[src/rtl/lrsg_pkg.sv]
// Package for the status ring gauge controller: sizes, command, mode and
// colour codes, register indexes and reset values.
// Has no dependencies; imported by led_ring_status_gauge_top.
`default_nettype none

package lrsg_pkg;

    // Ring size and field widths.
    localparam int PIXEL_COUNT = 16;
    localparam int TIME_W      = 32;
    localparam int FILL_W      = 17;
    localparam int MODE_W      = 3;
    localparam int REQ_W       = 2;
    localparam int LIT_W       = 5;
    localparam int COL_W       = 3;
    localparam int PERIOD_W    = 16;

    // Configuration port sizes.
    localparam int PADDR_W     = 4;
    localparam int PDATA_W     = 32;
    localparam int IDX_W       = 2;

    // Lit count arithmetic: fill * PIXEL_COUNT + half, then drop 16 fraction bits.
    localparam int PIX_W       = $clog2(PIXEL_COUNT + 1);
    localparam int PROD_W      = FILL_W + PIX_W + 1;
    localparam int FRAC_W      = 16;
    localparam int N_W         = PROD_W - FRAC_W;

    localparam logic [FILL_W-1:0] FULL_Q16 = FILL_W'(65536);

    // Request codes.
    localparam logic [REQ_W-1:0] REQ_TICK  = 2'd0;
    localparam logic [REQ_W-1:0] REQ_SET   = 2'd1;
    localparam logic [REQ_W-1:0] REQ_CLEAR = 2'd2;
    localparam logic [REQ_W-1:0] REQ_DIRTY = 2'd3;

    // Display modes.
    localparam logic [MODE_W-1:0] MODE_IDLE     = 3'd0;
    localparam logic [MODE_W-1:0] MODE_ACTIVE   = 3'd1;
    localparam logic [MODE_W-1:0] MODE_HIT      = 3'd2;
    localparam logic [MODE_W-1:0] MODE_STALE    = 3'd3;
    localparam logic [MODE_W-1:0] MODE_DOWN     = 3'd4;
    localparam logic [MODE_W-1:0] MODE_DISABLED = 3'd5;

    // Colours.
    localparam logic [COL_W-1:0] COL_BLACK  = 3'd0;
    localparam logic [COL_W-1:0] COL_GREEN  = 3'd1;
    localparam logic [COL_W-1:0] COL_RED    = 3'd2;
    localparam logic [COL_W-1:0] COL_WHITE  = 3'd3;
    localparam logic [COL_W-1:0] COL_ORANGE = 3'd4;

    // Register indexes (byte address = 4 * index).
    localparam logic [IDX_W-1:0] IDX_BLINK      = 2'd0;
    localparam logic [IDX_W-1:0] IDX_DOWN_BLINK = 2'd1;
    localparam logic [IDX_W-1:0] IDX_SHOW       = 2'd2;

    // Register reset values.
    localparam logic [PERIOD_W-1:0] BLINK_RST      = 16'd500;
    localparam logic [PERIOD_W-1:0] DOWN_BLINK_RST = 16'd500;
    localparam logic [PERIOD_W-1:0] SHOW_RST       = 16'd20;

endpackage

`default_nettype wire

[src/rtl/led_ring_status_gauge_top.sv]
// Status ring gauge controller: command handling, blink timers, expiry,
// rendering and show pacing, with an APB-style register port.
// Depends on lrsg_pkg.
`default_nettype none

// Takes one item per clock cycle. Set, clear and mark-dirty items only update
// the held display state and give no result; a tick item gives one result in
// the output register on the cycle after it is accepted. The whole update of
// an item is one pass of compare and add logic from the held state to the next
// state, so the only thing that holds back a new item is a tick result still
// waiting in the output register while the consumer is stalled. Configuration
// registers should be written only while no tick result is pending.
module led_ring_status_gauge_top
    import lrsg_pkg::*;
(
    input  wire logic                 clk,
    input  wire logic                 rst_n,

    // Configuration port.
    input  wire logic                 psel,
    input  wire logic                 penable,
    input  wire logic                 pwrite,
    input  wire logic [PADDR_W-1:0]   paddr,
    input  wire logic [PDATA_W-1:0]   pwdata,
    output logic      [PDATA_W-1:0]   prdata,
    output logic                      pready,

    // Input item channel.
    input  wire logic                 in_valid,
    output logic                      in_ready,
    input  wire logic [REQ_W-1:0]     req_type,
    input  wire logic [TIME_W-1:0]    now_ms,
    input  wire logic [FILL_W-1:0]    fill_fraction,
    input  wire logic [MODE_W-1:0]    mode_code,
    input  wire logic                 down_flag,
    input  wire logic [TIME_W-1:0]    ttl_ms,

    // Result item channel.
    output logic                      out_valid,
    input  wire logic                 out_ready,
    output logic      [LIT_W-1:0]     lit_count,
    output logic      [COL_W-1:0]     fill_colour,
    output logic                      show_strobe,
    output logic                      remote_active
);

    // Configuration registers.
    logic [PERIOD_W-1:0] blink_period_reg, blink_period_next;
    logic [PERIOD_W-1:0] down_period_reg, down_period_next;
    logic [PERIOD_W-1:0] show_period_reg, show_period_next;

    // Display state.
    logic                blink_on_reg, blink_on_next;
    logic [TIME_W-1:0]   last_blink_reg, last_blink_next;
    logic                down_blink_on_reg, down_blink_on_next;
    logic [TIME_W-1:0]   last_down_blink_reg, last_down_blink_next;
    logic                active_reg, active_next;
    logic                down_latched_reg, down_latched_next;
    logic [FILL_W-1:0]   fill_reg, fill_next;
    logic [MODE_W-1:0]   mode_reg, mode_next;
    logic [TIME_W-1:0]   expiry_reg, expiry_next;
    logic                pending_reg, pending_next;
    logic [TIME_W-1:0]   last_show_reg, last_show_next;

    // Output register.
    logic                out_valid_reg, out_valid_next;
    logic [LIT_W-1:0]    lit_reg, lit_next;
    logic [COL_W-1:0]    col_reg, col_next;
    logic                strobe_reg, strobe_next;
    logic                remote_reg, remote_next;

    logic                in_accept;
    logic                cfg_write;
    logic [IDX_W-1:0]    cfg_idx;

    // Tick datapath intermediates.
    logic [TIME_W-1:0]   blink_diff;
    logic [TIME_W-1:0]   down_diff;
    logic [TIME_W-1:0]   expiry_diff;
    logic [TIME_W-1:0]   show_diff;
    logic [TIME_W-1:0]   ttl_eff;
    logic                is_down_pre;
    logic                expire_hit;
    logic                act1;
    logic                down1;
    logic [MODE_W-1:0]   mode1;
    logic [FILL_W-1:0]   fill1;
    logic                pend1;
    logic [PROD_W-1:0]   lit_prod;
    logic [N_W-1:0]      lit_raw;
    logic [N_W-1:0]      lit_capped;

    // Handshakes.
    assign in_ready  = !out_valid_reg || out_ready;
    assign in_accept = in_valid && in_ready;
    assign pready    = 1'b1;
    assign cfg_write = psel && penable && pwrite;
    assign cfg_idx   = paddr[PADDR_W-1:2];

    assign out_valid     = out_valid_reg;
    assign lit_count     = lit_reg;
    assign fill_colour   = col_reg;
    assign show_strobe   = strobe_reg;
    assign remote_active = remote_reg;

    // Register read data.
    always_comb
    begin
        prdata = '0;
        unique case (cfg_idx)
            IDX_BLINK:      prdata = PDATA_W'(blink_period_reg);
            IDX_DOWN_BLINK: prdata = PDATA_W'(down_period_reg);
            IDX_SHOW:       prdata = PDATA_W'(show_period_reg);
            default:        prdata = '0;
        endcase
    end

    // Register writes; unknown indexes are ignored.
    always_comb
    begin
        blink_period_next = blink_period_reg;
        down_period_next  = down_period_reg;
        show_period_next  = show_period_reg;
        if (cfg_write)
        begin
            unique case (cfg_idx)
                IDX_BLINK:      blink_period_next = pwdata[PERIOD_W-1:0];
                IDX_DOWN_BLINK: down_period_next  = pwdata[PERIOD_W-1:0];
                IDX_SHOW:       show_period_next  = pwdata[PERIOD_W-1:0];
                default:        ;
            endcase
        end
    end

    // Time differences, all modulo 2^32.
    assign blink_diff  = now_ms - last_blink_reg;
    assign down_diff   = now_ms - last_down_blink_reg;
    assign expiry_diff = now_ms - expiry_reg;
    assign show_diff   = now_ms - last_show_reg;
    assign ttl_eff     = (ttl_ms == '0) ? TIME_W'(1) : ttl_ms;

    // Expiry: a display expires once now has reached a nonzero expiry time.
    assign is_down_pre = down_latched_reg || (mode_reg == MODE_DOWN);
    assign expire_hit  = active_reg && (expiry_reg != '0) && !expiry_diff[TIME_W-1];

    // Rounded lit count from the fill after the expiry step, capped at the ring size.
    assign lit_prod = PROD_W'(fill1) * PROD_W'(PIXEL_COUNT) + PROD_W'(32768);
    assign lit_raw  = lit_prod[PROD_W-1:FRAC_W];
    assign lit_capped = (lit_raw > N_W'(PIXEL_COUNT)) ? N_W'(PIXEL_COUNT) : lit_raw;

    // Per-item state update and result.
    always_comb
    begin
        blink_on_next       = blink_on_reg;
        last_blink_next     = last_blink_reg;
        down_blink_on_next  = down_blink_on_reg;
        last_down_blink_next = last_down_blink_reg;
        active_next         = active_reg;
        down_latched_next   = down_latched_reg;
        fill_next           = fill_reg;
        mode_next           = mode_reg;
        expiry_next         = expiry_reg;
        pending_next        = pending_reg;
        last_show_next      = last_show_reg;

        out_valid_next = out_valid_reg && !out_ready;
        lit_next       = lit_reg;
        col_next       = col_reg;
        strobe_next    = strobe_reg;
        remote_next    = remote_reg;

        // State after the expiry step of a tick.
        act1  = active_reg;
        down1 = down_latched_reg;
        mode1 = mode_reg;
        fill1 = fill_reg;
        pend1 = pending_reg || (blink_diff >= TIME_W'(blink_period_reg));

        if (expire_hit)
        begin
            pend1 = 1'b1;
            if (is_down_pre)
            begin
                // Down stays latched.
            end
            else if (mode_reg == MODE_HIT)
            begin
                mode1 = MODE_ACTIVE;
            end
            else
            begin
                act1  = 1'b0;
                down1 = 1'b0;
                fill1 = FULL_Q16;
                mode1 = MODE_IDLE;
            end
        end

        if (in_accept)
        begin
            unique case (req_type)
                REQ_SET:
                begin
                    active_next       = 1'b1;
                    down_latched_next = down_flag;
                    fill_next         = (fill_fraction > FULL_Q16) ? FULL_Q16 : fill_fraction;
                    mode_next         = mode_code;
                    expiry_next       = now_ms + ttl_eff;
                    pending_next      = 1'b1;
                end

                REQ_CLEAR:
                begin
                    active_next       = 1'b0;
                    down_latched_next = 1'b0;
                    fill_next         = FULL_Q16;
                    mode_next         = MODE_IDLE;
                    expiry_next       = '0;
                    pending_next      = 1'b1;
                end

                REQ_DIRTY:
                begin
                    pending_next = 1'b1;
                end

                REQ_TICK:
                begin
                    // Hit flash blink toggle.
                    if (blink_diff >= TIME_W'(blink_period_reg))
                    begin
                        last_blink_next = now_ms;
                        blink_on_next   = !blink_on_reg;
                    end

                    active_next       = act1;
                    down_latched_next = down1;
                    mode_next         = mode1;
                    fill_next         = fill1;
                    if (expire_hit)
                    begin
                        expiry_next = '0;
                    end

                    // Render.
                    if (!act1)
                    begin
                        lit_next = LIT_W'(PIXEL_COUNT);
                        col_next = COL_GREEN;
                    end
                    else if (mode1 == MODE_DISABLED)
                    begin
                        lit_next = '0;
                        col_next = COL_BLACK;
                    end
                    else if (down1 || (mode1 == MODE_DOWN))
                    begin
                        if (down_diff >= TIME_W'(down_period_reg))
                        begin
                            last_down_blink_next = now_ms;
                            down_blink_on_next   = !down_blink_on_reg;
                            pend1                = 1'b1;
                        end
                        lit_next = down_blink_on_next ? LIT_W'(PIXEL_COUNT) : '0;
                        col_next = down_blink_on_next ? COL_RED : COL_BLACK;
                    end
                    else
                    begin
                        lit_next = LIT_W'(lit_capped);
                        if (mode1 == MODE_HIT)
                        begin
                            col_next = blink_on_next ? COL_WHITE : COL_RED;
                        end
                        else if (mode1 == MODE_STALE)
                        begin
                            col_next = COL_ORANGE;
                        end
                        else
                        begin
                            col_next = COL_GREEN;
                        end
                    end

                    // Show pacing.
                    pending_next = pend1;
                    strobe_next  = 1'b0;
                    if (pend1 && (show_diff >= TIME_W'(show_period_reg)))
                    begin
                        last_show_next = now_ms;
                        pending_next   = 1'b0;
                        strobe_next    = 1'b1;
                    end

                    remote_next    = act1;
                    out_valid_next = 1'b1;
                end

                default:
                begin
                end
            endcase
        end
    end

    // Control and state registers.
    always_ff @(posedge clk or negedge rst_n)
    begin
        if (!rst_n)
        begin
            blink_period_reg    <= BLINK_RST;
            down_period_reg     <= DOWN_BLINK_RST;
            show_period_reg     <= SHOW_RST;
            blink_on_reg        <= 1'b0;
            last_blink_reg      <= '0;
            down_blink_on_reg   <= 1'b0;
            last_down_blink_reg <= '0;
            active_reg          <= 1'b0;
            down_latched_reg    <= 1'b0;
            fill_reg            <= FULL_Q16;
            mode_reg            <= MODE_IDLE;
            expiry_reg          <= '0;
            pending_reg         <= 1'b1;
            last_show_reg       <= '0;
            out_valid_reg       <= 1'b0;
        end
        else
        begin
            blink_period_reg    <= blink_period_next;
            down_period_reg     <= down_period_next;
            show_period_reg     <= show_period_next;
            blink_on_reg        <= blink_on_next;
            last_blink_reg      <= last_blink_next;
            down_blink_on_reg   <= down_blink_on_next;
            last_down_blink_reg <= last_down_blink_next;
            active_reg          <= active_next;
            down_latched_reg    <= down_latched_next;
            fill_reg            <= fill_next;
            mode_reg            <= mode_next;
            expiry_reg          <= expiry_next;
            pending_reg         <= pending_next;
            last_show_reg       <= last_show_next;
            out_valid_reg       <= out_valid_next;
        end
    end

    // Result payload register.
    always_ff @(posedge clk)
    begin
        lit_reg    <= lit_next;
        col_reg    <= col_next;
        strobe_reg <= strobe_next;
        remote_reg <= remote_next;
    end

endmodule

`default_nettype wire
[config.mk]
export PLATFORM = sky130hd
export DESIGN_NAME = led_ring_status_gauge_top
export DESIGN_NICKNAME = d
export VERILOG_FILES = /design/src/rtl/lrsg_pkg.sv /design/src/rtl/led_ring_status_gauge_top.sv
export SDC_FILE = /design/constraint.sdc
export NUM_CORES = 1
export LEC_CHECK = 0
export BUFFER_PORTS_ARGS = -buffer_cell sky130_fd_sc_hd__buf_4
export CORE_UTILIZATION = 55
export CTS_CLUSTER_DIAMETER = 200
export CTS_CLUSTER_SIZE = 25
export DETAILED_ROUTE_END_ITERATION = 8
export PLACE_DENSITY = 0.86
export SYNTH_ARGS = -nofsm -noshare
export SYNTH_HDL_FRONTEND = slang
export SYNTH_SLANG_ARGS = --single-unit
[constraint.sdc]
create_clock -name clk -period 4.4 [get_ports clk]
set_input_delay 0.88 -clock clk [delete_from_list [all_inputs] [get_ports clk]]
set_output_delay 0.88 -clock clk [all_outputs]
set_load 0.01 [all_outputs]
Yosys cells after proc, flatten, opt, wreduce, memory -nomap -nowiden
Cells that the tools add are included.

storage, ports and cells
  word-level logic and storage cells = 131
  register bits after elaboration = 212

operators by class
  multiplexer cells = 52
  bitwise gates (word level) = 2
  reduce and logical (&&, ||, !) cells = 33
  $add $sub $neg = 6
  magnitude comparators = 5
  equality and inequality tests = 12

operators by type and width
  kind                      number
  $sub A32 B32 Y32          4
  $ge A32 B16 Y1            3
  $pmux W32 S3              1
  $mux W17                  4
  $mux W32                  2
  $pmux W17 S3              1
  $pmux W16 S3              1
  $add A32 B32 Y32          1
  $logic_not A32 Y1         1
  $reduce_bool A32 Y1       1
  $mux W1                   29
  $add A21 B16 Y22 const B  1
  $mux W5                   4
  $gt A17 B17 Y1 const B    1
  $mux W3                   5
  $reduce_and A2 Y1         5
  $eq A3 B2 Y1 const B      3
  $eq A3 B3 Y1 const B      3
  $pmux W3 S3               1
  $reduce_and A3 Y1         3
  $logic_and A1 B1 Y1       7
  $eq A2 B2 Y1 const B      3
  $gt A6 B5 Y1 const B      1
  $pmux W1 S3               2
  13 further kinds          23

Longest topological paths before layout
Gate-level depths: netlist of the first run.

  depth after elaboration = 14
  depth in mapped cells = 23
  depth with buffers taken out = 22

Least setup slack after synthesis of the first run
OpenSTA, ideal clock, no wires.

  path kind = input to register
  from = input now_ms[0]
  to = register last_show_reg[10]
  data arrival time = 5.296 ns
  stages = 21
  path slack = -1.021 ns
  library setup time = 0.125 ns
  buffers on the path = 1
  data required time = 4.275 ns
  cells stage by stage = inv_1 ha_1 fa_1 nand2b_1 a21o_1 a311oi_2 a31o_2 xor2_1 ha_1 a211o_1 o211ai_1 nand2_1 or4_1 a211oi_1 o211ai_1 nor4_1 nand4_1 nor4b_4 nor3_4 buf_12 mux2_4

between the ends
  cells in the longest elaborated chain, start to end = 13
  elaborated cells on any way between the ends = 25
  classes of those cells = add/sub: 4; order compare: 3; eq/ne: 2; mux: 10; reduce/logical: 6

RTL lines
  what                                                       RTL line                          text
  from (decl)                                                led_ring_status_gauge_top.sv:32   input wire logic [TIME_W-1:0] now_ms,
  branches (longest 11 deep; another with $sub A32 B32 Y32)  n/a
  $logic_and A1 B1 Y1 (*)                                    led_ring_status_gauge_top.sv:287  if (pend1 && (show_diff >= TIME_W'(show_period_reg)))
  $reduce_and A3 Y1 (no source line) (*)                     n/a
  to (signal assigned)                                       led_ring_status_gauge_top.sv:341  last_show_reg <= last_show_next;
  to (decl)                                                  led_ring_status_gauge_top.sv:63   logic [TIME_W-1:0] last_show_reg, last_show_next;

Every way passes the cells marked *. The select of a mux whose other input is x is not followed.
A chain may end at the register's enable or synchronous reset.

Worst setup path after layout of the first run
  from = input now_ms[0]
  to = register last_show_reg[17]

The elaborated chain is that of the path after synthesis.

==> results.cfg, run 1 <==
[run_status]
run_status = finished, violations left
violations = setup timing

[grt]
track_usage_pct = 34.1
grt_pass1_vias = 18048
grt_max_degree = 101
gr-total-overflow = 0
grt_pass1_wl_um = 90900
antenna_found_initial = 0

[flow_run]
max_cap_viol_count = 0

[setup_path]
crit_arrival_ns = 5.59
cp.required_ns = 4.77
crit_type = in -> reg
cp-start-kind = input port
critical_path.max_fanout = 7
cp-end-kind = register

[detailed_routing]
drtIter0Drc = 1798
routed-via-count = 18668
avgRoutedWirePerCell_um = 20.5
drtPass1Iterations = 8
ant_nets = 0
drc = 0
wirelength_um = 61400
post_drt_via_cell_ratio = 6.22

[yosys]
syn_area_um2 = 18000
synth_warnings = 0
ys_seq_area_share_pct = 28.4
synth_seq_cells = 201
synthFlopType = dfrtp_1
ys_async_sr_fraction_pct = 95.0
synth_edf_count = 10
syn-instance-count = 2129
avgSynthCellArea_um2 = 8.45
synth.distinct_cells = 90

[floorplan]
floorplan.initialDensity_pct = 56.4
die_h_um = 183
ios = 175
die-area_um2 = 33400
die_x_um = 183
core_area_um2 = 31900
row_count = 65

[clock_tree]
cts.clk_slew.worst_paths_ns = 0.12
htreeDepth = 1
cts_hold_buffers = 0
insertion_delay_ns = 0.52
cts_made_buffers = 12
clockRootBuffer = clkbuf_16
cts.sinks = 201
cts_max_path_buffers = 3
cts_tree = yes

[placed_design]
dp_slack_ns = -1.30
dp_hpwl_um = 44800
place_congestion = 0.974
io_buffers = 139

[timing]
fmax_mhz = 192
hold_violations = 0
setup_viol = 103
layout_setup_ws_ns = -0.815
clock_skew_ns = 0.0576
fin_hold_ws_ns = 0.445
slew_violations = 0
period_share_pct = 119
rsz0062_at_grt = yes
tns_ns = -48.29
worstMarginPinSlew_ns = 1.00
fin_crit_ns = 5.21
slew_headroom_pct = 32.8

[layout]
antenna_cells = 0
area_growth_pct = 29.9
n_fill_cell = 2165
fin_nets = 2896
drive_gt1_share_pct = 29.5

[pwr]
max-vdd-ir-drop_mv = 0.298
leakage_uw = 0.0112
power_uw = 11400
power.density_nw_per_um2 = 488

[min_path]
hp-class = in -> async
-- worst max-delay path, cell delays in order --
cell and delay (ns):
buf_12 0.09, inv_12 0.03, ha_4 0.15, fa_2 0.35, nand2b_4 0.15, a21o_1 0.22
a311oi_2 0.24, buf_4 0.18, buf_4 0.12, a21oi_2 0.06, xnor2_1 0.13, ha_2 0.18
a211o_1 0.26, o211ai_1 0.15, nand2_1 0.09, or4_4 0.49, a211oi_2 0.16, o211ai_1 0.12
nor4_2 0.19, nand4_1 0.30, nor4b_4 0.40, nor3_4 0.13, clkbuf_16 0.20, mux2_4 0.30
-- report_power, final --
part	switching, µW	internal (µW)	total (µW)	leakage (µW)
sequential	302	2350	2650	0.00240
clock	704	536	1240	0.000173
combinational	4010	3520	7520	0.00867
-- path summary, 6_finish.rpt --
kind,startpoint,endpoint,slack [ns],cells after the start
max,now_ms[0],last_show_reg[17],-0.81,24
min,rst_n,last_blink_reg[1],0.45,1
max reg2reg,last_blink_reg[0],last_show_reg[17],-0.79,22
min reg2reg,down_blink_on_reg,down_blink_on_reg,0.49,1
min in group clk,down_blink_on_reg,down_blink_on_reg,0.49,1
max in group asynchronous,rst_n,last_blink_reg[21],2.83,2
-- cells in the mapped netlist (6+ instances only) --
library cell | instances | area share (%)
or2_2 | 9 | 0.31
and4_1 | 7 | 0.34
buf_4 | 17 | 0.71
edfxtp_1 | 10 | 1.7
a211oi_1 | 21 | 0.88
nand4_1 | 37 | 1.3
nor4_1 | 31 | 1.1
nand2b_1 | 33 | 1.1
a221oi_1 | 6 | 0.29
and2_1 | 16 | 0.56
mux2_2 | 56 | 3.5
a22o_1 | 10 | 0.49
nand3_1 | 35 | 0.97
nor3b_1 | 7 | 0.29
o21ai_0 | 199 | 5.5
buf_2 | 10 | 0.28
mux2_4 | 29 | 2.4
nor3_1 | 47 | 1.3
xor2_1 | 39 | 1.9
o31ai_1 | 10 | 0.42
dfrtp_1 | 175 | 24
o2111ai_1 | 9 | 0.44
and3_1 | 18 | 0.63
a21o_1 | 51 | 2.1
a31oi_1 | 10 | 0.35
nand2_1 | 209 | 4.4
o211ai_1 | 21 | 0.88
a21oi_1 | 140 | 3.9
a21boi_0 | 7 | 0.29
or3_1 | 14 | 0.49
inv_1 | 203 | 4.2
mux2i_1 | 25 | 1.4
ha_1 | 203 | 14
nor2_1 | 93 | 1.9
xnor2_1 | 53 | 2.6
o21bai_1 | 14 | 0.58
o21a_1 | 29 | 1.2
clkbuf_1 | 80 | 1.7
nor2b_1 | 16 | 0.56
dfstp_2 | 16 | 2.3
-- cells in the final DEF (no fill, tap or decap), types with 24 or more instances in the layout --
master,Yosys,layout
mux2_4,29,60
nand3_1,35,35
inv_1,203,201
mux2_2,56,25
a21o_1,51,51
mux2i_1,25,24
a21oi_1,140,137
xor2_1,39,38
o21a_1,29,29
nor2_1,93,91
nand2b_1,33,30
nand2_1,209,191
dfrtp_1,175,175
buf_4,17,479
nor4_1,31,28
o21ai_0,199,163
xnor2_1,53,51
nor3_1,47,44
ha_1,203,191
nand4_1,37,37
-- repair_timing --
action	CTS	global route
buffers inserted	12	18
cloned	5	7
resized for setup	55	89
endpoints found under the hold margin	0	0
endpoints found under the setup margin	103	107
pin swaps	6	21
-- per-stage QoR --
step,utilization (%),std cells,cell area (µm²)
CTS,71.5,2978,22800
detailed placement,69.2,2942,22100
finish,73.3,3000,23400
global placement,69.2,2942,22100
floorplan,-,2144,18400
global route,73.3,3000,23400
-- cell families (layout without fill, tap and decap cells) --
group / count (synthesis) / after routing / share of synthesized area, %
multiplexers: 110 / 110 / 7.32
AO/OA/AOI/OAI: 601 / 601 / 21.2
AND/OR/NAND/NOR: 597 / 597 / 16.7
XOR/XNOR: 92 / 92 / 4.48
adder cells (fa/ha/maj): 207 / 207 / 14.6
flip-flops: 201 / 201 / 28.4
buffers and inverters: 319 / 740 / 7.36
other: 2 / 17 / 0.0418
-- routing by layer --
layer,vias up,global-route usage (%),wire (µm)
li1,8446,-,-
met1,8921,43.7,23900
met2,1047,58.4,29200
met3,254,4.43,5300
met4,0,13.4,3070
met5,-,0,0
-- cell type report --
type	count	area, µm²	area share (%)
clock buffers	18	323	1.38
clock inverters	2	46.3	0.198
inverters	203	774	3.31
multi-input cells	1624	12300	52.6
flip-flops and latches	201	5100	21.8
well taps	435	544	2.33
repair buffers	517	4280	18.3
Power figures use the tool's default switching activity.
==> run 2, diff against run 1 <==
- ABC_AREA: unset -> 1
- CORE_UTILIZATION: 55 -> 56
- PLACE_DENSITY: 0.86 -> 0.87
==> run 2 against run 1 <==
Net effect: the run now ends clean; global-route usage decreased by 0.52 points; combinational power decreased by 25%; critical path type unchanged; hold slack got worse by 0.10 ns; sequential share of layout area increased by 1.8 points; via count increased by 6.2%; count of clock-buffer cells in the layout increased by 1; synthesized cell count increased by 37%; core utilization decreased by 9.2 points; first-iteration DRC count decreased by 26%; fmax increased by 27%; critical path depth increased by 4.
==> results.cfg, run 2 <==
[placed_design]
dp_slack_ns = -0.126
dp_hpwl_um = 49600
place_congestion = 0.997
io_buffers = 139

[clock_tree]
cts_max_path_buffers = 3
insertion_delay_ns = 0.50
cts_resized = 0
cts_hold_buffers = 0
cts.sinks = 201
cts_made_buffers = 12
cts.clk_slew.worst_paths_ns = 0.10
htreeDepth = 1
cts_tree = yes
clockRootBuffer = clkbuf_16
cts_setup_buffers = 0

[pwr]
power_uw = 9350
leakage_uw = 0.0116
power.density_nw_per_um2 = 433
max-vdd-ir-drop_mv = 0.234
p_comb_share_pct = 60.2
intPower_uw = 5000
p_clk_share_pct = 13.1
seq_power_share_pct = 26.7
switchingPower_uw = 4350
swShare_pct = 46.5

[yosys]
syn_area_um2 = 19300
synth_compound_area_share_pct = 13.9
syn-instance-count = 2925
synth.distinct_cells = 61
synthSimpleGateAreaFrac_pct = 31.2
synth_xor_xnor_area_share_pct = 2.76
synthAdderAreaFrac_pct = 13.6
synth_warnings = 0
synth_edf_count = 10
synth_top_family_by_area = simple AND/OR/NAND/NOR gates
synthTopCellsByArea = dfrtp_1, nand2_1, ha_1, inv_1, nor2_1
synthFlopType = dfrtp_1
avgSynthCellArea_um2 = 6.60
muxShareOfSynthArea_pct = 0
synth_seq_cells = 201
ys_async_sr_fraction_pct = 95.0
synth.most_common_cell = nand2_1
synth_common_cells = nand2_1, inv_1, nor2_1, ha_1, a21oi_1
synth_top_area_share_pct = 22.7
ys_seq_area_share_pct = 26.4
synth_largest_area_cell = dfrtp_1

[grt]
grt_pass1_vias = 19572
grt_max_degree = 59
grt_pass1_wl_um = 95300
track_usage_pct = 33.6
antenna_found_initial = 0
gr-total-overflow = 0

[setup_path]
r2r.worst_path.cells = 26
critical_path.max_fanout = 48
cpPeakStageDelay_ns = 0.39
crit_type = in -> reg
cp-start-kind = input port
slowest_stage = fa_1
cp-end-kind = register
crit_family = simple AND/OR/NAND/NOR gates
critPathBufInv = 5
worst-path-stages = 28
crit_arrival_ns = 4.53
cp.required_ns = 4.81
crit_top_cell = nand2_1

[layout]
area_growth_pct = 11.9
drive_gt1_share_pct = 11.4
fin_util_pct = 64.1
ff_latch_area_um2 = 5100
n_fill_cell = 3120
multiInputGateArea_um2 = 11900
layout_commonest_cell = nand2_1
mostFrequentLayoutCells = nand2_1, inv_1, nor2_1
fin_nets = 3427
antenna_cells = 0

[timing]
worstMarginPinSlew_ns = 1.29
rsz0062_at_grt = no
clock_skew_ns = 0.0303
layout_setup_ws_ns = 0.281
slew_headroom_pct = 12.8
period_share_pct = 93.6
hold_violations = 0
fmax_mhz = 243
fin_hold_ws_ns = 0.345
fin_crit_ns = 4.12
slew_violations = 0
setup_viol = 0

[floorplan]
row_count = 67
floorplan.initialDensity_pct = 57.3
die_x_um = 188
die-area_um2 = 35200
core_area_um2 = 33700
die_h_um = 188
ios = 175

[detailed_routing]
drtIter0Drc = 1326
routed-via-count = 19834
avgRoutedWirePerCell_um = 16.8
drc = 0
drtPass1Iterations = 5
wirelength_um = 59500
ant_nets = 0
post_drt_via_cell_ratio = 5.60

[min_path]
hp-class = in -> async

[run_status]
run_status = finished clean

[flow_run]
max_cap_viol_count = 0
[run 2: area by class of cell]
cell class	instances	share of cell area, %
Tap cell	448	2.60
Inverter	480	8.35
Clock inverter	1	0.139
Timing Repair Buffer	231	8.35
Sequential cell	201	23.6
Multi-Input combinational cell	2164	55.3
Clock buffer	19	1.61
[run 2: worst paths after layout]
| kind | start | to | slack (ns) |
|---|---|---|---|
| worst max-delay path | now_ms[0] | last_down_blink_reg[10] | 0.28 |
| worst min-delay path | rst_n | down_period_reg[3] | 0.34 |
| worst max register to register | last_down_blink_reg[0] | last_down_blink_reg[10] | 0.53 |
| worst min register to register | last_show_reg[6] | last_show_reg[6] | 0.49 |
| max in group asynchronous | rst_n | expiry_reg[12] | 3.01 |
| min in group clk | last_show_reg[6] | last_show_reg[6] | 0.49 |
[run 2: power groups by stage]
stage | clock, µW | combinational, µW | sequential (µW)
2_1_floorplan | 0 | 3900 | 2460
3_3_place_gp | 0 | 5330 | 2500
3_5_place_dp | 0 | 5530 | 2530
4_1_cts | 1250 | 5560 | 2490
5_1_grt | 1310 | 6330 | 2540
6_report | 1230 | 5620 | 2500
[run 2: stage by stage]
stage / cell area (µm²) / TNS [ns] / instances
2_1_floorplan: 19400 / 0 / 2940
3_3_place_gp: 21200 / -2.77 / 3524
3_5_place_dp: 21200 / -6.24 / 3524
4_1_cts: 21600 / 0 / 3544
5_1_grt: 21600 / 0 / 3544
6_report: 21600 / 0 / 3544
[run 2: kinds of logic after synthesis]
family                   Yosys count
AND/OR/NAND/NOR                 1408
buffers and inverters            575
AO/OA/AOI/OAI                    472
adder cells (fa/ha/maj)          207
flip-flops                       201
XOR/XNOR                          60
other                              2
[run 2: routing by layer]
metal  share of wire (%)  track usage [%]
met5                   0                0
met4                 4.9             15.9
met3                 5.5             2.77
met2                  49             60.3
met1                  41             40.6
[run 2: worst register-to-register path, delay by kind of cell (launching register included)]
family                     cells  cell delay (ns)
and+or+nand+nor               15             1.46
adders and majority gates      3             0.74
AOI/OAI and AO/OA              4             0.67
DFF                            1             0.38
buffers and inverters          3             0.32
xor gates and xnor gates       1             0.19
==> run 3, diff against run 2 <==
- CORE_UTILIZATION: 56 -> 50
- HOLD_SLACK_MARGIN: unset -> 0.03
- PLACE_DENSITY: 0.87 -> 0.8
==> run 3 against run 2 <==
Net effect: via count down 1.7%; combinational power up 1%; critical path depth is 2 lower; hold slack improved by 0.11 ns; sequential power about the same; global-route usage fell by 2.6 points; first-iteration DRC count decreased by 22%; final area rose by 0.90%; clock skew increased by 0.013 ns; highest routed layer unchanged.
==> results.cfg, run 3 (synthesis results as in run 2) <==
[run_status]
run_status = finished clean

[clock_tree]
insertion_delay_ns = 0.50
cts_tree = yes
clockRootBuffer = clkbuf_16
cts.sinks = 201
cts_made_buffers = 12
cts.clk_slew.worst_paths_ns = 0.10
cts_max_path_buffers = 3
htreeDepth = 1
cts_hold_buffers = 0

[timing]
slew_violations = 0
slew_headroom_pct = 32.0
period_share_pct = 92.4
rsz0062_at_grt = no
hold_violations = 0
fin_hold_ws_ns = 0.455
fin_crit_ns = 4.07
setup_viol = 0
fmax_mhz = 246
clock_skew_ns = 0.0434
worstMarginPinSlew_ns = 1.02

[placed_design]
io_buffers = 139
place_congestion = 0.985
dpl_cell_area_um2 = 21400
dp_hpwl_um = 50500
numPlacedInstances = 3604

[setup_path]
cp-start-kind = input port
cp.required_ns = 4.78
cp-end-kind = register
crit_type = in -> reg
crit_arrival_ns = 4.45
critical_path.max_fanout = 21

[detailed_routing]
ant_nets = 0
post_drt_via_cell_ratio = 5.38
drc = 0
drtIter0Drc = 1033
avgRoutedWirePerCell_um = 16.7
drtPass1Iterations = 5
wirelength_um = 60600
routed-via-count = 19499

[grt]
grt_pass1_vias = 19022
grt_pass1_wl_um = 96000
track_usage_pct = 31.0
grt_max_degree = 107
antenna_found_initial = 0
gr-total-overflow = 0

[layout]
layout_commonest_cell = nand2_1
n_fill_cell = 3723
area_growth_pct = 12.9
drive_gt1_share_pct = 11.9
design_area_um2 = 21800
fin_nets = 3444
antenna_cells = 0
final_cells = 3624
mostFrequentLayoutCells = nand2_1, inv_1, nor2_1

[flow_run]
max_cap_viol_count = 0

[floorplan]
die_x_um = 198
ios = 175
die_h_um = 198
die-area_um2 = 39400
core_area_um2 = 37800
row_count = 71
floorplan.initialDensity_pct = 51.0

[pwr]
leakage_uw = 0.0117
power.density_nw_per_um2 = 433
max-vdd-ir-drop_mv = 0.227

[min_path]
hp-class = in -> async
run 3: metal layers:
metal	GRT usage (%)	wire, µm
met3	2.48	2890
met4	10.6	2060
met5	0	0
met2	56.9	30000
met1	38.0	25600
run 3: metrics by stage:
stage	TNS, ns	total power [µW]	setup WS [ns]	util (%)
after floorplan	0	6360	0.569	-
after global placement	-5.69	7980	-0.120	56.5
after detailed placement	-8.97	8150	-0.185	56.5
after CTS	0	9440	0.305	57.5
after global routing	0	10300	0.0487	57.6
final	0	9440	0.334	57.6
run 3: report_power, final:
part	leakage, µW	switching (µW)	internal (µW)
Combinational	0.00920	3490	2200
Clock	0.000179	684	566
Sequential	0.00235	203	2290
run 3: repair_timing:
item / CTS / global route
setup buffers: 0 / 0
resized for setup: 0 / 1
setup endpoints to repair: 0 / 56
run 3: worst max-delay path, cell delays in order:
cell	delay [ns]
buf_4	0.15
inv_2	0.12
ha_1	0.19
inv_1	0.07
fa_1	0.39
nand3_1	0.09
nand2_1	0.08
nand2_1	0.07
nand2_1	0.14
inv_1	0.10
o21ai_1	0.09
xor2_1	0.16
ha_1	0.27
nand2_1	0.09
nor2_1	0.05
a211oi_1	0.16
nand2_1	0.13
nand2_1	0.11
nand3_1	0.07
nor2_1	0.09
nand3_1	0.07
nor2_1	0.21
nand4_4	0.18
buf_4	0.26
nand4_1	0.15
nand2_1	0.06
run 3: layout make-up:
cell class	count	area (µm²)	area share [%]
Clock buffer	19	348	1.60
Timing Repair Buffer	248	1920	8.81
Inverter	480	1800	8.27
Multi-Input combinational cell	2164	11900	54.8
Sequential cell	201	5100	23.4
Clock inverter	1	30.0	0.138
Tap cell	511	639	2.94
run 3: path summary, 6_finish.rpt:
kind	from	to	slack [ns]	depth (start not counted)
worst max-delay path	now_ms[0]	last_show_reg[3]	0.33	26
worst min-delay path	rst_n	out_valid	0.46	1
worst max register to register	last_down_blink_reg[3]	last_down_blink_reg[10]	0.54	22
worst min register to register	last_show_reg[27]	last_show_reg[27]	0.48	2
max in group asynchronous	rst_n	show_period_reg[4]	2.78	2
min in group clk	last_show_reg[27]	last_show_reg[27]	0.48	2
